`config.mk`:
```
export PLATFORM = sky130hd
export DESIGN_NAME = suback_packet_parser_top
export DESIGN_NICKNAME = d
export VERILOG_FILES = /design/src/hdl/spp_pkg.sv /design/src/hdl/spp_step.sv /design/src/hdl/suback_packet_parser_top.sv
export SDC_FILE = /design/constraint.sdc
export NUM_CORES = 1
export LEC_CHECK = 0
export ABC_AREA = 0
export BUFFER_PORTS_ARGS = -buffer_cell sky130_fd_sc_hd__buf_2
export CORE_ASPECT_RATIO = 1.25
export CORE_MARGIN = 1.5
export CORE_UTILIZATION = 53
export DETAILED_ROUTE_END_ITERATION = 8
export GPL_ROUTABILITY_DRIVEN = 0
export GPL_TIMING_DRIVEN = 0
export PLACE_DENSITY = 0.78
export SYNTH_ARGS = -nofsm -noshare
export SYNTH_HDL_FRONTEND = slang
export SYNTH_SLANG_ARGS = --single-unit
```
`constraint.sdc`:
```
create_clock -name i_clk -period 4.63 [get_ports i_clk]
set_clock_uncertainty 0.05 [all_clocks]
set_input_delay 0.2315 -clock i_clk [delete_from_list [all_inputs] [get_ports i_clk]]
set_output_delay 0.2315 -clock i_clk [all_outputs]
set_load 0.1 [all_outputs]
```
`src/hdl/spp_pkg.sv`:
```
// Package with the types, codes and constants shared by the SUBACK parser files.
package spp_pkg;

    // Parse phases.
    localparam logic [2:0] PH_HEADER  = 3'd0;
    localparam logic [2:0] PH_LENGTH  = 3'd1;
    localparam logic [2:0] PH_ID_HI   = 3'd2;
    localparam logic [2:0] PH_ID_LO   = 3'd3;
    localparam logic [2:0] PH_PAYLOAD = 3'd4;

    // Status and latched error codes.
    localparam logic [2:0] ST_BUSY     = 3'd0;
    localparam logic [2:0] ST_OK       = 3'd1;
    localparam logic [2:0] ST_TYPE     = 3'd2;
    localparam logic [2:0] ST_LENFIELD = 3'd3;
    localparam logic [2:0] ST_MISMATCH = 3'd4;
    localparam logic [2:0] ST_CODE     = 3'd5;

    // Packet constants.
    localparam logic [7:0]  SUBACK_HEADER = 8'h90;
    localparam logic [7:0]  RC_FAILURE    = 8'h80;
    localparam logic [7:0]  RC_MAX_QOS    = 8'd2;
    localparam logic [27:0] MIN_REM_LEN   = 28'd2;
    localparam logic [2:0]  MAX_LEN_BYTES = 3'd4;

    // Parser state carried from one beat to the next.
    typedef struct packed {
        logic [2:0]  phase;
        logic [27:0] length_accum;
        logic [2:0]  length_bytes_seen;
        logic [27:0] bytes_left;
        logic [15:0] ident_reg;
        logic [27:0] index_count;
        logic [2:0]  error_code;
    } t_state;

    // One result beat.
    typedef struct packed {
        logic [2:0]  status;
        logic        done_res;
        logic        code_valid;
        logic [7:0]  return_code;
        logic [27:0] code_index;
        logic [15:0] packet_ident;
    } t_result;

    localparam t_state STATE_RESET = '{
        phase:             PH_HEADER,
        length_accum:      28'd0,
        length_bytes_seen: 3'd0,
        bytes_left:        28'd0,
        ident_reg:         16'd0,
        index_count:       28'd0,
        error_code:        ST_BUSY
    };

endpackage

```
`src/hdl/spp_step.sv`:
```
// Next-state and result logic for one byte of the SUBACK parser.
module spp_step
    import spp_pkg::*;
(
    input  t_state     i_state,
    input  logic [7:0] i_byte_in,
    input  logic       i_is_last,
    output t_state     o_state,
    output t_result    o_result
);

    t_state      s;
    logic [27:0] len_part;
    logic [27:0] accum_next;
    logic [2:0]  seen_next;

    always_comb begin
        s          = i_state;
        len_part   = 28'd0;
        accum_next = i_state.length_accum;
        seen_next  = i_state.length_bytes_seen;

        o_result             = '0;
        o_result.status      = ST_BUSY;
        o_result.done_res    = i_is_last;

        // Advance the parse only while no error is latched.
        if (i_state.error_code == ST_BUSY) begin
            unique case (i_state.phase)
                PH_HEADER: begin
                    if (i_byte_in != SUBACK_HEADER) begin
                        s.error_code = ST_TYPE;
                    end else begin
                        s.phase = PH_LENGTH;
                    end
                end
                PH_LENGTH: begin
                    // Place the seven length bits by the number of length bytes seen.
                    case (i_state.length_bytes_seen[1:0])
                        2'd0:    len_part = {21'd0, i_byte_in[6:0]};
                        2'd1:    len_part = {14'd0, i_byte_in[6:0], 7'd0};
                        2'd2:    len_part = {7'd0, i_byte_in[6:0], 14'd0};
                        default: len_part = {i_byte_in[6:0], 21'd0};
                    endcase
                    accum_next          = i_state.length_accum | len_part;
                    seen_next           = i_state.length_bytes_seen + 3'd1;
                    s.length_accum      = accum_next;
                    s.length_bytes_seen = seen_next;
                    if (i_byte_in[7]) begin
                        if (seen_next >= MAX_LEN_BYTES) begin
                            s.error_code = ST_LENFIELD;
                        end
                    end else if (accum_next < MIN_REM_LEN) begin
                        s.error_code = ST_LENFIELD;
                    end else begin
                        s.bytes_left = accum_next;
                        s.phase      = PH_ID_HI;
                    end
                end
                PH_ID_HI, PH_ID_LO, PH_PAYLOAD: begin
                    if (i_state.bytes_left == 28'd0) begin
                        s.error_code = ST_MISMATCH;
                    end else begin
                        s.bytes_left = i_state.bytes_left - 28'd1;
                        if (i_state.phase == PH_ID_HI) begin
                            s.ident_reg = {i_byte_in, 8'd0};
                            s.phase     = PH_ID_LO;
                        end else if (i_state.phase == PH_ID_LO) begin
                            s.ident_reg = i_state.ident_reg | {8'd0, i_byte_in};
                            s.phase     = PH_PAYLOAD;
                        end else if (i_byte_in <= RC_MAX_QOS || i_byte_in == RC_FAILURE) begin
                            o_result.code_valid  = 1'b1;
                            o_result.return_code = i_byte_in;
                            o_result.code_index  = i_state.index_count;
                            s.index_count        = i_state.index_count + 28'd1;
                        end else begin
                            s.error_code = ST_CODE;
                        end
                    end
                end
                default: begin
                    s.error_code = ST_LENFIELD;
                end
            endcase
        end

        // Final verdict on the last byte of the packet.
        if (i_is_last) begin
            if (s.error_code != ST_BUSY) begin
                o_result.status = s.error_code;
            end else if (s.phase == PH_PAYLOAD && s.bytes_left == 28'd0) begin
                o_result.status = ST_OK;
            end else if (s.phase == PH_HEADER || s.phase == PH_LENGTH) begin
                o_result.status = ST_LENFIELD;
            end else begin
                o_result.status = ST_MISMATCH;
            end
        end

        o_result.packet_ident = s.ident_reg;

        // The parser starts over after the last byte.
        o_state = i_is_last ? STATE_RESET : s;
    end

endmodule

```
`src/hdl/suback_packet_parser_top.sv`:
```
// Top level of the streaming SUBACK packet parser.
// The parser takes one packet byte per beat and returns exactly one registered result beat
// for each, in the cycle after the byte is accepted; it sustains one byte every cycle while
// the output does not stall, set by the single state register that each byte updates, and
// keeps accepting while a result waits if that result register can move on in the same cycle.
// Return codes come out with their payload index; status is busy on every byte but the
// last, where it gives the verdict and the parser returns to its reset state.
module suback_packet_parser_top
    import spp_pkg::*;
(
    input  logic        i_clk,
    input  logic        i_rst_n,
    input  logic        i_valid,
    output logic        o_stall,
    input  logic [7:0]  i_byte_in,
    input  logic        i_is_last,
    output logic        o_valid,
    input  logic        i_stall,
    output logic [2:0]  o_status,
    output logic        o_done_res,
    output logic        o_code_valid,
    output logic [7:0]  o_return_code,
    output logic [27:0] o_code_index,
    output logic [15:0] o_packet_ident
);

    t_state  r_state;
    t_state  n_state;
    t_result r_result;
    t_result n_result;
    logic    r_out_valid;
    logic    n_out_valid;
    logic    accept;

    spp_step u_step (
        .i_state   (r_state),
        .i_byte_in (i_byte_in),
        .i_is_last (i_is_last),
        .o_state   (n_state),
        .o_result  (n_result)
    );

    // A byte is taken whenever the result register is empty or drains this cycle.
    assign o_stall = r_out_valid & i_stall;
    assign accept  = i_valid & ~o_stall;

    always_comb begin
        if (accept) begin
            n_out_valid = 1'b1;
        end else if (i_stall) begin
            n_out_valid = r_out_valid;
        end else begin
            n_out_valid = 1'b0;
        end
    end

    // Parser state and output valid.
    always_ff @(posedge i_clk) begin
        if (!i_rst_n) begin
            r_state     <= STATE_RESET;
            r_out_valid <= 1'b0;
        end else begin
            r_out_valid <= n_out_valid;
            if (accept) begin
                r_state <= n_state;
            end
        end
    end

    // Result payload register.
    always_ff @(posedge i_clk) begin
        if (accept) begin
            r_result <= n_result;
        end
    end

    assign o_valid        = r_out_valid;
    assign o_status       = r_result.status;
    assign o_done_res     = r_result.done_res;
    assign o_code_valid   = r_result.code_valid;
    assign o_return_code  = r_result.return_code;
    assign o_code_index   = r_result.code_index;
    assign o_packet_ident = r_result.packet_ident;

endmodule

```
==> impl_metrics.json <==
{
  "r2r_slack_ns": 0.24,
  "synthTopCellsByArea": "dfxtp_1, edfxtp_1, a21oi_1",
  "timing.slew.headroom": 0.176,
  "crit_path_max_incr_delay_ns": 0.49,
  "clkLatencyLatePin_ns": 0.44,
  "antenna_found_initial": 0,
  "cp.required_ns": 4.77,
  "path_cells": "nor3_4, and3_1, o21ai_1, o21bai_1, clkbuf_1, clkbuf_1, a221oi_1, inv_1, nor4_1, o2111ai_1, nor3_2, o21ai_0",
  "cp.depth": 12,
  "port_buffers": 68,
  "area_delta_synth_final_pct": 14.6,
  "max_freq_mhz": 228,
  "ff2ff_path_depth": 12,
  "rsz0062_at_grt": "no",
  "layout.nets": 1056,
  "grt_pass1_vias": 6989,
  "post-synth-top-count-cell": "dfxtp_1",
  "fp.dieH_um": 144,
  "cpMaxStageDelayCell": "nor3_4",
  "finalCritPeriodShare": 0.949,
  "crit_top_cell": "clkbuf_1",
  "cts-root-buf": "clkbuf_16",
  "dr.pass1.iters": 6,
  "r2r_end": "o_status[2]",
  "hpwl_mm": 16.4,
  "hold_depth": 4,
  "drt-total-wl_mm": 23.4,
  "grt_pass1_wl_mm": 36.1,
  "routed_via_density": 6.15,
  "ys_types": 79,
  "synth_area_um2": 8430,
  "htreeDepth": 4,
  "rr_startpoint": "r_state[0]",
  "crit_family": "simple AND/OR/NAND/NOR gates",
  "cp-start-kind": "flop",
  "power_density_nw_per_um2": 345,
  "busiest_layer": "met2",
  "worstHoldStart": "i_stall",
  "route.detailed.drc": 0,
  "rows": 51,
  "path_max_fanout": 10,
  "cts_made_buffers": 17,
  "grt_overflow": 0,
  "critPathBufInv": 3,
  "grt_max_degree": 67,
  "min_to": "o_valid",
  "die_w_um": 116,
  "ir_drop_uv": 214,
  "diodes": 0,
  "synth_ff_type": "dfxtp_1",
  "synth.top_cell.area_share": 0.261,
  "period_needed_ns": 4.39,
  "use_met2": 0.455,
  "boundaryPins": 72,
  "vias": 7750,
  "drv_cap": 0,
  "crit_type": "reg -> reg",
  "slew_viol_final": 0,
  "end_kind": "flop",
  "worstPathArrival_ns": 4.53,
  "worstMarginPinSlew_ns": 1.23,
  "synth_edf_count": 57,
  "drive_gt1_frac": 0.133,
  "hold_class": "in -> reg",
  "synth_warnings": 0,
  "status": "completed",
  "synth_commonest_cells": "dfxtp_1, nor2_1, a21oi_1",
  "clock_path_buffers": 2,
  "syn_area_per_cell_um2": 8.94,
  "initial_core_util": 0.541,
  "final-hold-violation-count": 0,
  "power.total_w": 0.00333,
  "ys_seq_area_frac": 0.465,
  "synth_largest_area_cell": "dfxtp_1",
  "first_iter_violations": 1031,
  "dieArea_um2": 16700,
  "ant_nets": 0,
  "post_cts_buffers": 0,
  "cts_sinks": 167,
  "core_um2": 15600,
  "syn_inst": 942,
  "p_leak_nw": 3.54,
  "fill_cells": 1339,
  "synth-async-reset-ratio": 0,
  "clk_pin_slew_ns": 0.07,
  "met1_usage": 0.343,
  "setup_viol": 0,
  "wl_per_cell_um": 18.6,
  "finalSetupTns_ns": 0,
  "final_util": 0.620,
  "cts_tree": "built",
  "gr-usage-met3": 0.0607,
  "ys_ff_latch": 167,
  "grt_usage": 0.287
}
## worst register-to-register path, stage by stage, from the launching register on
cell	delay [ns]
dfxtp_1	0.39
nor3_4	0.49
and3_1	0.45
o21ai_1	0.27
o21bai_1	0.29
clkbuf_1	0.30
clkbuf_1	0.36
a221oi_1	0.43
inv_1	0.07
nor4_1	0.44
o2111ai_1	0.24
nor3_2	0.23
o21ai_0	0.13
## timing repair
action,in CTS,in global routing
hold endpoints to repair,2,0
endpoints found under the setup margin,0,2
hold buffers,2,0
resized for setup,0,1
## through the flow
| stage | instances | setup slack, ns | hold slack [ns] | instance area [um2] |
|---|---|---|---|---|
| 2_1_floorplan | 946 | 0.563 | 0.280 | 8440 |
| 3_3_place_gp | 1226 | -0.467 | 0.400 | 9050 |
| 3_5_place_dp | 1226 | 0.314 | 0.409 | 9050 |
| 4_1_cts | 1260 | 0.275 | 0.0445 | 9650 |
| 5_1_grt | 1260 | 0.0486 | 0.106 | 9660 |
| 6_report | 1260 | 0.238 | 0.0543 | 9660 |
## state kept, by name (all words and copies together), names as in the netlist
register / cells
o_done_res: 1
o_packet_ident: 16
o_code_valid: 1
o_status: 3
o_valid: 1
o_return_code: 8
r_state: 109
o_code_index: 28
## worst max-delay path by stage
stage                from           to  slack [ns]
5_1_grt        r_state[0]  o_status[2]        0.05
2_1_floorplan     o_valid  r_state[84]        0.56
3_3_place_gp      i_stall  r_state[82]       -0.47
3_5_place_dp   r_state[0]  o_status[2]        0.31
4_1_cts        r_state[0]  o_status[2]        0.27
6_report       r_state[0]  o_status[2]        0.24
## logic make-up (layout without fill, tap and decap cells)
logic type / Yosys count / in the layout / synth area share
AO/OA/AOI/OAI: 238 / 238 / 0.181
XOR/XNOR: 28 / 28 / 0.0291
adder cells (fa/ha/maj): 9 / 9 / 0.0131
buffers and inverters: 81 / 183 / 0.0383
flip-flops: 167 / 167 / 0.465
multiplexers: 9 / 9 / 0.0119
other: 1 / 5 / 0.000445
AND/OR/NAND/NOR: 409 / 409 / 0.261
## power by group
group	switching, W	internal (W)	leakage, nW	total [W]
logic	0.000325	0.0000619	1.80	0.000387
clock network	0.000667	0.000721	0.279	0.00139
registers	0.0000106	0.00154	1.46	0.00155
## cells in the final DEF, fill, tap and decap left out, types with 7 or more instances in the layout
cell / n
a211oi_1: 9
a21oi_1: 89
a22oi_1: 30
and2_1: 50
and3_1: 8
buf_2: 74
clkbuf_1: 59
clkbuf_16: 17
dfxtp_1: 110
edfxtp_1: 57
ha_1: 8
inv_1: 13
mux2_2: 8
nand2_1: 56
nand2b_1: 8
nand3_1: 25
nand4_1: 10
nor2_1: 106
nor2b_1: 42
nor3_1: 30
nor4_1: 23
o21ai_0: 34
o22ai_1: 7
or3_1: 10
xnor2_1: 10
xor2_1: 18
## cell type report
type                            instances  area, um2  share of cell area
Multi-Input combinational cell        698       4210               0.436
Inverter                               13       48.8             0.00505
Timing Repair Buffer                   70        360              0.0373
Tap cell                              212        265              0.0275
Buffer                                 68        278              0.0288
Sequential cell                       167       3910               0.405
Clock buffer                           17        425              0.0441
Clock inverter                         15        154              0.0159
## metal layers
layer  vias to the layer above  share of wire
li1                       3614              -
met1                      3535           0.37
met2                       469           0.47
met3                       132          0.088
met4                         0          0.067
met5                         -              0
(Power assumes the default switching activity.)
